$ cat config.mk
export PLATFORM = sky130hd
export DESIGN_NAME = fut_queue
export DESIGN_NICKNAME = d
export VERILOG_FILES = /design/src/sv/fut_pkg.sv /design/src/sv/fut_queue.sv
export SDC_FILE = /design/constraint.sdc
export NUM_CORES = 1
export LEC_CHECK = 0
export BUFFER_PORTS_ARGS = -buffer_cell sky130_fd_sc_hd__buf_4
export CAP_MARGIN = 20
export CELL_PAD_IN_SITES_DETAIL_PLACEMENT = 0
export CELL_PAD_IN_SITES_GLOBAL_PLACEMENT = 2
export CORE_AREA = 8 8 90 92
export CTS_CLUSTER_SIZE = 8
export DETAILED_ROUTE_END_ITERATION = 6
export DIE_AREA = 0 0 98 100
export PLACE_DENSITY_LB_ADDON = 0.15
export SLEW_MARGIN = 10
export SYNTH_ARGS = -nofsm -noshare
export SYNTH_HDL_FRONTEND = slang
export SYNTH_SLANG_ARGS = --single-unit
$ cat constraint.sdc
create_clock -name clk -period 5.5 [get_ports clk]
set_input_delay 0.275 -clock clk [delete_from_list [all_inputs] [get_ports clk]]
set_output_delay 0.275 -clock clk [all_outputs]
set_load 0.1 [all_outputs]
$ cat src/sv/fut_pkg.sv
// Shared types and constants for the font unicode table mapper.
// Beat structs, front-to-back command, back FSM states. No dependencies.
package fut_pkg;

  localparam int MAX_SLOTS = 1024;
  localparam int SLOT_W    = 10;
  localparam int NSLOT_W   = $clog2(MAX_SLOTS + 1);
  localparam int CODE_W    = 16;
  localparam int GLYPH_W   = 13;
  localparam int MAP_DEPTH = 1 << CODE_W;
  localparam int QDEPTH    = 2;
  localparam int QPTR_W    = $clog2(QDEPTH);
  localparam int QCNT_W    = $clog2(QDEPTH + 1);

  localparam logic [7:0] BYTE_END  = 8'hFF;
  localparam logic [7:0] BYTE_SKIP = 8'hFE;
  localparam logic [7:0] ALIAS_HI  = 8'hF0;
  localparam logic [GLYPH_W-1:0] ALIAS_LIMIT = GLYPH_W'(256);

  localparam logic REQ_BEGIN = 1'b0;
  localparam logic REQ_BYTE  = 1'b1;

  typedef enum logic {
    REG_GLYPH_COUNT  = 1'b0,
    REG_DEFAULT_FONT = 1'b1
  } reg_index_t;

  typedef struct packed {
    logic       req_type;
    logic [7:0] table_byte;
  } in_t;

  typedef struct packed {
    logic              slot_allocated;
    logic [11:0]       source_glyph;
    logic [SLOT_W-1:0] slot_value;
    logic              map_written;
    logic [15:0]       map_code;
    logic              alias_written;
    logic [15:0]       alias_code;
    logic              font_done;
    logic              overflow;
  } out_t;

  typedef enum logic [2:0] {
    CMD_BEGIN,  // new font: drop current slot, all-zero result but font_done
    CMD_DONE,   // byte past the last list
    CMD_NONE,   // report current slot only
    CMD_END,    // report, then drop current slot
    CMD_BIND    // bind a completed code point
  } cmd_kind_t;

  typedef struct packed {
    cmd_kind_t           kind;
    logic [CODE_W-1:0]   code;
    logic [GLYPH_W-1:0]  glyph;
    logic                font_done;
  } cmd_t;

  typedef enum logic [2:0] {
    B_CLEAR,
    B_IDLE,
    B_CHECK,
    B_ALIAS,
    B_EMIT
  } back_state_t;

endpackage

$ cat src/sv/fut_queue.sv
// Short command queue between front and back ends.
// Register-based, QDEPTH entries of cmd_t. Uses fut_pkg.
module fut_queue (
  input  logic          clk,
  input  logic          rst,
  input  logic          push_valid,
  output logic          push_ready,
  input  fut_pkg::cmd_t push_data,
  output logic          pop_valid,
  input  logic          pop_ready,
  output fut_pkg::cmd_t pop_data
);
  import fut_pkg::*;

  cmd_t              entries [QDEPTH];
  logic [QPTR_W-1:0] wr_ptr, rd_ptr;
  logic [QCNT_W-1:0] count;
  logic              do_push, do_pop;

  assign push_ready = (count != QCNT_W'(QDEPTH));
  assign pop_valid  = (count != '0);
  assign pop_data   = entries[rd_ptr];
  assign do_push    = push_valid && push_ready;
  assign do_pop     = pop_valid && pop_ready;

  always_ff @(posedge clk) begin
    if (do_push) entries[wr_ptr] <= push_data;
  end

  // depth is a power of two, pointers wrap on their own
  always_ff @(posedge clk) begin
    if (rst) begin
      wr_ptr <= '0;
      rd_ptr <= '0;
      count  <= '0;
    end else begin
      if (do_push) wr_ptr <= wr_ptr + 1'b1;
      if (do_pop)  rd_ptr <= rd_ptr + 1'b1;
      if (do_push && !do_pop)      count <= count + 1'b1;
      else if (!do_push && do_pop) count <= count - 1'b1;
    end
  end

endmodule

==> flow_metrics.py <==
metrics = {
    "cts": {
        "clkSlewWorstSetupHoldPaths_ns": 0.07,
        "numCtsBuffers": 9,
        "cts-root-buf": "clkbuf_8",
        "clockBufferDepth": 2,
        "postCtsSetupBuffers": 0,
        "clk_latency_ns": 0.32,
        "ctsHoldBuffers": 0,
        "htree_num_levels": 3,
        "cts_tree": "yes",
        "numClockSinks": 71,
        "post_cts_resized": 0,
    },
    "floorplanning": {
        "die_area_sq_mm": 0.009800,
        "dieHeight_um": 100,
        "ios": 72,
        "core_sq_mm": 0.006644,
        "die-width_um": 98,
        "core.rowCount": 30,
        "initial_core_util": 0.3908,
    },
    "timing": {
        "slew_violations": 0,
        "fin_tns_setup_ns": 0,
        "fmax_ghz": 0.5109,
        "relSlewSlack": 0.4549,
        "setup_violations": 0,
        "tightestPinTransition_ns": 0.8177,
        "hold_violations": 0,
        "finClkSkew_ns": 0.01027,
        "rsz0062_at_grt": "false",
        "period_needed_ns": 1.958,
        "fin_crit_sh": 0.3559,
    },
    "critical_path": {
        "slowest_delay_ns": 0.40,
        "path_depth": 3,
        "worst_setup_path_end_kind": "output port",
        "r2r_cells": 2,
        "critical_path.slowest_cell": "mux2_2",
        "critPathBufInv": 2,
        "path_cells": "buf_4 -> mux2_2 -> buf_4",
        "critPathArrivalTime_ns": 1.68,
        "cp_common_cell": "buf_4",
        "path_delay_family": "buffers and inverters",
        "worstPathRequired_ns": 5.22,
        "worstPathMaxFanout": 33,
        "start_kind": "flip-flop",
        "critPathKind": "reg2out",
    },
    "drt": {
        "vias": 1375,
        "via_per_inst": 4.725,
        "antenna_left": 0,
        "drc": 0,
        "wire_per_inst_um": 16.68,
        "wirelength_um": 4853,
        "drt_iter0_drc": 42,
        "drt_first_pass_iters": 4,
    },
    "finish": {
        "nets": 245,
        "drive_above_1_share": 0.5735,
        "antennaDiodeCount": 0,
        "final_common_cell": "buf_4",
        "postLayoutCoreUtil": 0.5085,
        "syn_to_final_growth_pct": 30.12,
        "layout_common_cells": "buf_4, edfxtp_1, mux2_2",
    },
    "global_route": {
        "grt_pass1_vias": 1588,
        "overflow": 0,
        "track_usage": 0.1042,
        "antenna_found_initial": 0,
        "grt_max_degree": 34,
        "grt_pass1_wl_um": 7824,
    },
    "logic_synthesis": {
        "syn_area_sq_mm": 0.002596,
        "yosys_warnings": 0,
        "synth-seq-area-share": 0.8019,
        "yosys-top-cells-area": "edfxtp_1, mux2_2, dfxtp_1",
        "async_flop_share": 0,
        "synth-main-ff-cell": "edfxtp_1",
        "synth_seq_cells": 71,
        "yosysUniqueCellTypes": 17,
        "synth_cells": 127,
        "syn_avg_cell_area_sq_um": 20.44,
        "netlist.area_leader.share": 0.7634,
        "yosysTopAreaCell": "edfxtp_1",
        "syn_nets": 165,
        "synth_edf_count": 66,
    },
    "placement": {
        "gp_congestion": 0.6615,
        "io_buffers": 71,
        "dp_hpwl_um": 3289,
    },
    "min_path": {
        "hold_class": "in2reg",
        "hold_depth": 1,
    },
    "run_status": {
        "outcome": "finished, final reports clean",
    },
    "run": {
        "cap_violations": 0,
    },
}
[state kept, by name (all words and copies together) (netlist names), named ones only]
signal / flops
rd_ptr: 1
count: 2
entries: 66
wr_ptr: 1
[synthesized netlist by cell type (2+ instances only)]
| cell type | instances |
|---|---|
| xor2_1 | 3 |
| buf_2 | 4 |
| o21ai_0 | 2 |
| a21oi_1 | 2 |
| mux2_2 | 33 |
| edfxtp_1 | 66 |
| dfxtp_1 | 5 |
| nor2_1 | 3 |
[cell type report]
cell class                      instances  area [sq um]
Multi-Input combinational cell         51         491.7
Sequential cell                        71          2082
Tap cell                               80         100.1
Clock inverter                          6         28.78
Inverter                                1         3.754
Timing Repair Buffer                   73         548.0
Fill cell                             578          3266
Clock buffer                            9         123.9
[cell families (layout without fill, tap and decap cells)]
kind of cell | count (synthesis) | count (layout) | synth area share
flops | 71 | 71 | 0.8019
mux | 33 | 33 | 0.1431
compound gates | 5 | 5 | 0.01157
xor+xnor | 3 | 3 | 0.01012
simple gates | 9 | 9 | 0.01929
buf+inv | 5 | 89 | 0.009156
fa+ha+maj | 1 | 1 | 0.004819
[per-layer routing]
| layer | up-vias | global-route usage | wire [um] |
|---|---|---|---|
| met5 | - | 0 | 0 |
| met4 | 0 | 0.04676 | 57 |
| met3 | 8 | 0.04152 | 326 |
| met2 | 44 | 0.1886 | 2563 |
| met1 | 675 | 0.1030 | 1905 |
| li1 | 648 | - | - |
[stage by stage]
stage | cells | hold slack [ns] | area (sq um) | setup slack [ns]
after global routing | 291 | 0.1088 | 3378 | 3.437
after floorplan | 127 | 0.3441 | 2596 | 2.886
after CTS | 291 | 0.1161 | 3378 | 3.500
after global placement | 276 | 0.4609 | 3226 | 3.792
after detailed placement | 276 | 0.4631 | 3226 | 3.728
final | 291 | 0.1343 | 3378 | 3.542
[worst paths after layout]
check	startpoint	to	slack [ns]
min	push_data[15]	entries[0][15]	0.13
min reg2reg	rd_ptr	rd_ptr	0.51
max reg2reg	count[0]	entries[1][5]	3.75
max	flip-flop	pop_data[3]	3.54
Power is not shown: default switching activity piles up to over one toggle a cycle in this logic, so the estimate is an artifact.
