===== src/sv/fut_pkg.sv =====
// Shared types and constants for the font unicode table mapper.
// Beat structs, front-to-back command, back FSM states. No dependencies.
package fut_pkg;

  localparam int MAX_SLOTS = 1024;
  localparam int SLOT_W    = 10;
  localparam int NSLOT_W   = $clog2(MAX_SLOTS + 1);
  localparam int CODE_W    = 16;
  localparam int GLYPH_W   = 13;
  localparam int MAP_DEPTH = 1 << CODE_W;
  localparam int QDEPTH    = 2;
  localparam int QPTR_W    = $clog2(QDEPTH);
  localparam int QCNT_W    = $clog2(QDEPTH + 1);

  localparam logic [7:0] BYTE_END  = 8'hFF;
  localparam logic [7:0] BYTE_SKIP = 8'hFE;
  localparam logic [7:0] ALIAS_HI  = 8'hF0;
  localparam logic [GLYPH_W-1:0] ALIAS_LIMIT = GLYPH_W'(256);

  localparam logic REQ_BEGIN = 1'b0;
  localparam logic REQ_BYTE  = 1'b1;

  typedef enum logic {
    REG_GLYPH_COUNT  = 1'b0,
    REG_DEFAULT_FONT = 1'b1
  } reg_index_t;

  typedef struct packed {
    logic       req_type;
    logic [7:0] table_byte;
  } in_t;

  typedef struct packed {
    logic              slot_allocated;
    logic [11:0]       source_glyph;
    logic [SLOT_W-1:0] slot_value;
    logic              map_written;
    logic [15:0]       map_code;
    logic              alias_written;
    logic [15:0]       alias_code;
    logic              font_done;
    logic              overflow;
  } out_t;

  typedef enum logic [2:0] {
    CMD_BEGIN,  // new font: drop current slot, all-zero result but font_done
    CMD_DONE,   // byte past the last list
    CMD_NONE,   // report current slot only
    CMD_END,    // report, then drop current slot
    CMD_BIND    // bind a completed code point
  } cmd_kind_t;

  typedef struct packed {
    cmd_kind_t           kind;
    logic [CODE_W-1:0]   code;
    logic [GLYPH_W-1:0]  glyph;
    logic                font_done;
  } cmd_t;

  typedef enum logic [2:0] {
    B_CLEAR,
    B_IDLE,
    B_CHECK,
    B_ALIAS,
    B_EMIT
  } back_state_t;

endpackage


===== src/sv/fut_front.sv =====
// Front end: takes input beats, decodes UTF-8, tracks glyph lists.
// Emits one command per beat into the queue. Uses fut_pkg.
module fut_front (
  input  logic                        clk,
  input  logic                        rst,
  input  logic                        in_valid,
  output logic                        in_ready,
  input  fut_pkg::in_t                in_data,
  input  logic [fut_pkg::GLYPH_W-1:0] glyph_count,
  input  logic                        stall,
  output logic                        push_valid,
  input  logic                        push_ready,
  output fut_pkg::cmd_t               push_data
);
  import fut_pkg::*;

  logic [GLYPH_W-1:0] glyph_counter, glyph_counter_next;
  logic [7:0]         lead_byte, lead_byte_next;
  logic [7:0]         first_continuation, first_continuation_next;
  logic [1:0]         pending_count, pending_count_next;
  logic               accept;
  logic [7:0]         b;

  assign in_ready   = push_ready && !stall;
  assign accept     = in_valid && in_ready;
  assign push_valid = in_valid && !stall;
  assign b          = in_data.table_byte;

  always_comb begin
    glyph_counter_next      = glyph_counter;
    lead_byte_next          = lead_byte;
    first_continuation_next = first_continuation;
    pending_count_next      = pending_count;
    push_data.kind          = CMD_NONE;
    push_data.code          = '0;
    push_data.glyph         = glyph_counter;
    push_data.font_done     = 1'b0;
    if (in_data.req_type == REQ_BEGIN) begin
      glyph_counter_next  = '0;
      pending_count_next  = 2'd0;
      push_data.kind      = CMD_BEGIN;
      push_data.glyph     = '0;
      push_data.font_done = (glyph_count == '0);
    end else if (glyph_counter >= glyph_count) begin
      push_data.kind      = CMD_DONE;
      push_data.font_done = 1'b1;
    end else begin
      if (pending_count != 2'd0) begin
        if (lead_byte[7:5] == 3'b110) begin
          pending_count_next = 2'd0;
          push_data.kind     = CMD_BIND;
          push_data.code     = {5'd0, lead_byte[4:0], b[5:0]};
        end else if (pending_count == 2'd2) begin
          first_continuation_next = b;
          pending_count_next      = 2'd1;
        end else begin
          pending_count_next = 2'd0;
          push_data.kind     = CMD_BIND;
          push_data.code     = {lead_byte[3:0], first_continuation[5:0], b[5:0]};
        end
      end else if (b == BYTE_END) begin
        push_data.kind     = CMD_END;
        glyph_counter_next = glyph_counter + 1'b1;
      end else if (b == BYTE_SKIP) begin
        push_data.kind = CMD_NONE;
      end else if (!b[7]) begin
        push_data.kind = CMD_BIND;
        push_data.code = {8'd0, b};
      end else if (b[7:5] == 3'b110) begin
        lead_byte_next     = b;
        pending_count_next = 2'd1;
      end else if (b[7:4] == 4'b1110) begin
        lead_byte_next     = b;
        pending_count_next = 2'd2;
      end else begin
        // stray continuation or 4-byte lead: code 0
        push_data.kind = CMD_BIND;
      end
      push_data.font_done = (glyph_counter_next >= glyph_count);
    end
  end

  always_ff @(posedge clk) begin
    if (rst) begin
      glyph_counter      <= '0;
      lead_byte          <= '0;
      first_continuation <= '0;
      pending_count      <= 2'd0;
    end else if (accept) begin
      glyph_counter      <= glyph_counter_next;
      lead_byte          <= lead_byte_next;
      first_continuation <= first_continuation_next;
      pending_count      <= pending_count_next;
    end
  end

endmodule


===== config.mk =====
export PLATFORM = sky130hd
export DESIGN_NAME = fut_front
export DESIGN_NICKNAME = d
export VERILOG_FILES = /design/src/sv/fut_pkg.sv /design/src/sv/fut_front.sv
export SDC_FILE = /design/constraint.sdc
export NUM_CORES = 1
export LEC_CHECK = 0
export BUFFER_PORTS_ARGS = -buffer_cell sky130_fd_sc_hd__buf_2
export CAP_MARGIN = 5
export CORE_MARGIN = 2
export CORE_UTILIZATION = 41
export CTS_CLUSTER_DIAMETER = 100
export DETAILED_ROUTE_END_ITERATION = 8
export PLACE_DENSITY = 0.66
export SLEW_MARGIN = 20
export SYNTH_ARGS = -nofsm -noshare
export SYNTH_HDL_FRONTEND = slang
export SYNTH_SLANG_ARGS = --single-unit

===== constraint.sdc =====
create_clock -name clk -period 4.44 [get_ports clk]
set_input_delay 1.11 -clock clk [delete_from_list [all_inputs] [get_ports clk]]
set_output_delay 1.11 -clock clk [all_outputs]
set_load 0.01 [all_outputs]

==> impl_metrics.ini <==
[layout]
nets = 477
antenna_cells = 0
drive_gt1_share_pct = 31.91
final_util_pct = 57.39
syn2layout_area_growth_pct = 34.52

[drt]
drtIter0Drc = 144
wirelength_um = 7666
vias_per_cell = 5.552
ant_nets = 0
wl_per_cell_um = 15.39
firstDrtPassIters = 5
vias = 2765
drcViolationCount = 0

[cts]
clk_pin_slew_ps = 60
clockBufferDepth = 2
cts_tree = done
clockRootBuffer = clkbuf_8
cts.htree.levels = 2
clk_latency_ps = 290
numCtsBuffers = 5
clock-sinks = 29

[yosys]
synthArstFlopShare_pct = 0
ys_ff_latch = 29
synth-edff-count = 0
synth_area_mm2 = 0.002541
seq_area_frac_synth_pct = 22.85
yosys_warnings = 0
synth_nets = 378
synthDistinctLibCells = 51
synth.avg_cell_area_um2 = 7.843
yosys_most_used_dff = dfxtp_1
syn_inst = 324

[floorplanning]
initial_core_util_pct = 42.67
core-area_mm2 = 0.005956
rows = 28
dieHeight_um = 82.73
die_area_mm2 = 0.006843
io_pins = 62
die_x_um = 82.73

[timing]
whs_ps = 471.7
rsz0062_at_grt = yes
finalHoldViolations = 0
fin_crit_sh_pct = 101.7
min_period_ps = 4516
setup_ws_ps = -75.57
skew_ps = 6.628
worstMarginPinSlew_ps = 927.9
setup_violations = 1
slew_headroom_pct = 37.85
max_freq_mhz = 221.5
final-max-slew-violation-count = 0

[worst_setup_path]
cp-startpoint = in_data[7]
reg2reg_slack_ps = 1920
required_ps = 3330
cp_max_fo = 4
arrival_ps = 3410
crit_path_end = push_data[0]
worstReg2RegEnd = lead_byte[3]
cp-start-kind = input port
rr_startpoint = glyph_counter[6]
crit_type = input port to primary output
rr_worst_depth = 7
endpoint_kind = primary output

[grt]
grt_pass1_wl_um = 11850
overflow = 0
grt_usage_pct = 22.97
first_global_vias = 2457
antenna_found_initial = 0
grt_max_degree = 26

[run_status]
violations = negative setup slack
status = finished, violations left

[power_and_ir_drop]
power_leakage_nw = 1.641
power_w = 0.0005854
p_per_area_mw_per_mm2 = 171.3
irDropWorstVdd_uv = 184.0

[min_path]
worstHoldStart = lead_byte[7]
holdCritPathClass = register to register

[placed_design]
portBuffers = 61
place.gp.congestion = 0.8957
dp_hpwl_um = 5892

[job]
max_cap_violations = 0
-- power breakdown --
group	internal [W]	switching, W
logic	0.0000444	0.0000544
registers	0.000261	0.000000616
clock network	0.000123	0.000102
-- cells by family (layout without fill, tap and decap cells) --
logic type | after synthesis | count (layout) | share of synthesized area [%]
buf+inv | 38 | 137 | 6.007
flops | 29 | 29 | 22.85
compound gates | 72 | 72 | 18.71
simple gates | 141 | 141 | 32.55
xor+xnor | 3 | 3 | 1.034
mux | 14 | 14 | 5.564
fa+ha+maj | 27 | 27 | 13.29
-- cell type report --
cell class                 count  area (µm²)
fill                         554        2537
multi-input combinational    257        1906
timing repair buffer         101       643.1
sequential                    29       580.6
inverter                      29       108.9
tap                           75       93.84
clock buffer                   7       86.33
-- cell usage after synthesis, drive strengths merged (10+ instances only) --
cell type,n,area share (%)
a21oi,15,3.0
a31oi,13,3.2
dfxtp,29,23
ha,27,13
inv,29,4.3
mux2i,13,5.1
nand2,16,2.4
nand2b,20,4.9
nor2,29,4.3
nor3,10,2.0
o21ai,14,2.8
-- how the worst min path moves through the flow --
stage,end,slack [ps],cells after the start
final,lead_byte[7],470,2
after global routing,lead_byte[7],500,2
after CTS,lead_byte[7],480,2
after detailed placement,lead_byte[7],460,2
after global placement,lead_byte[6],450,2
after floorplan,lead_byte[6],440,2
-- what timing repair did --
action                     in CTS  in global routing
hold buffers                    0                  0
pin swaps                      14                  7
gates resized for setup        19                  8
gates cloned                    0                  0
setup buffers                   3                  3
setup endpoints to repair       1                  7
-- worst max-delay path, cell delays in order --
cell       delay (ps)
buf_6              80
nand4bb_4         140
or4_4             550
o21a_1            200
or2_1             220
ha_1              300
a21oi_2           130
o21ai_1            90
a21oi_1           110
o21ai_1            80
a211o_1           240
buf_2             140
-- layer usage --
layer	track usage [%]	wire length [µm]	vias to the layer above
met5	0	0	-
met4	6.393	77	0
met3	3.696	313	9
met2	37.18	3720	69
met1	31.55	3554	1305
li1	-	-	1382
-- sequential cells by signal, summed over array words and instances (netlist names) --
signal / cells
glyph_counter: 13
pending_count: 2
first_continuation: 6
lead_byte: 8
-- through the flow --
stage	area [µm²]	cells	worst slack, ps	TNS (ps)
finish	3418	498	-75.57	-75.57
global placement	3158	485	-200.6	-200.6
global route	3418	498	-190.4	-436.8
floorplan	2547	324	36.85	0
detailed placement	3158	485	-255.7	-255.7
CTS	3359	495	-84.71	-84.71
-- layout by cell type (no fill, tap or decap), drive strengths merged, types with 3 or more instances in the layout --
cell / n
buf: 101
xnor2: 3
and2: 7
nand2b: 20
mux2i: 13
o211ai: 9
nor3: 10
and4: 3
dfxtp: 29
nand4: 9
nor3b: 3
nor2: 29
a21oi: 15
o2bb2ai: 3
nor4: 9
o21ai: 14
or2: 9
and3: 7
nand3: 9
clkbuf: 7
a31oi: 13
a22oi: 4
ha: 27
nand2: 16
inv: 29
Note: power is estimated with default switching activity, not from simulation.
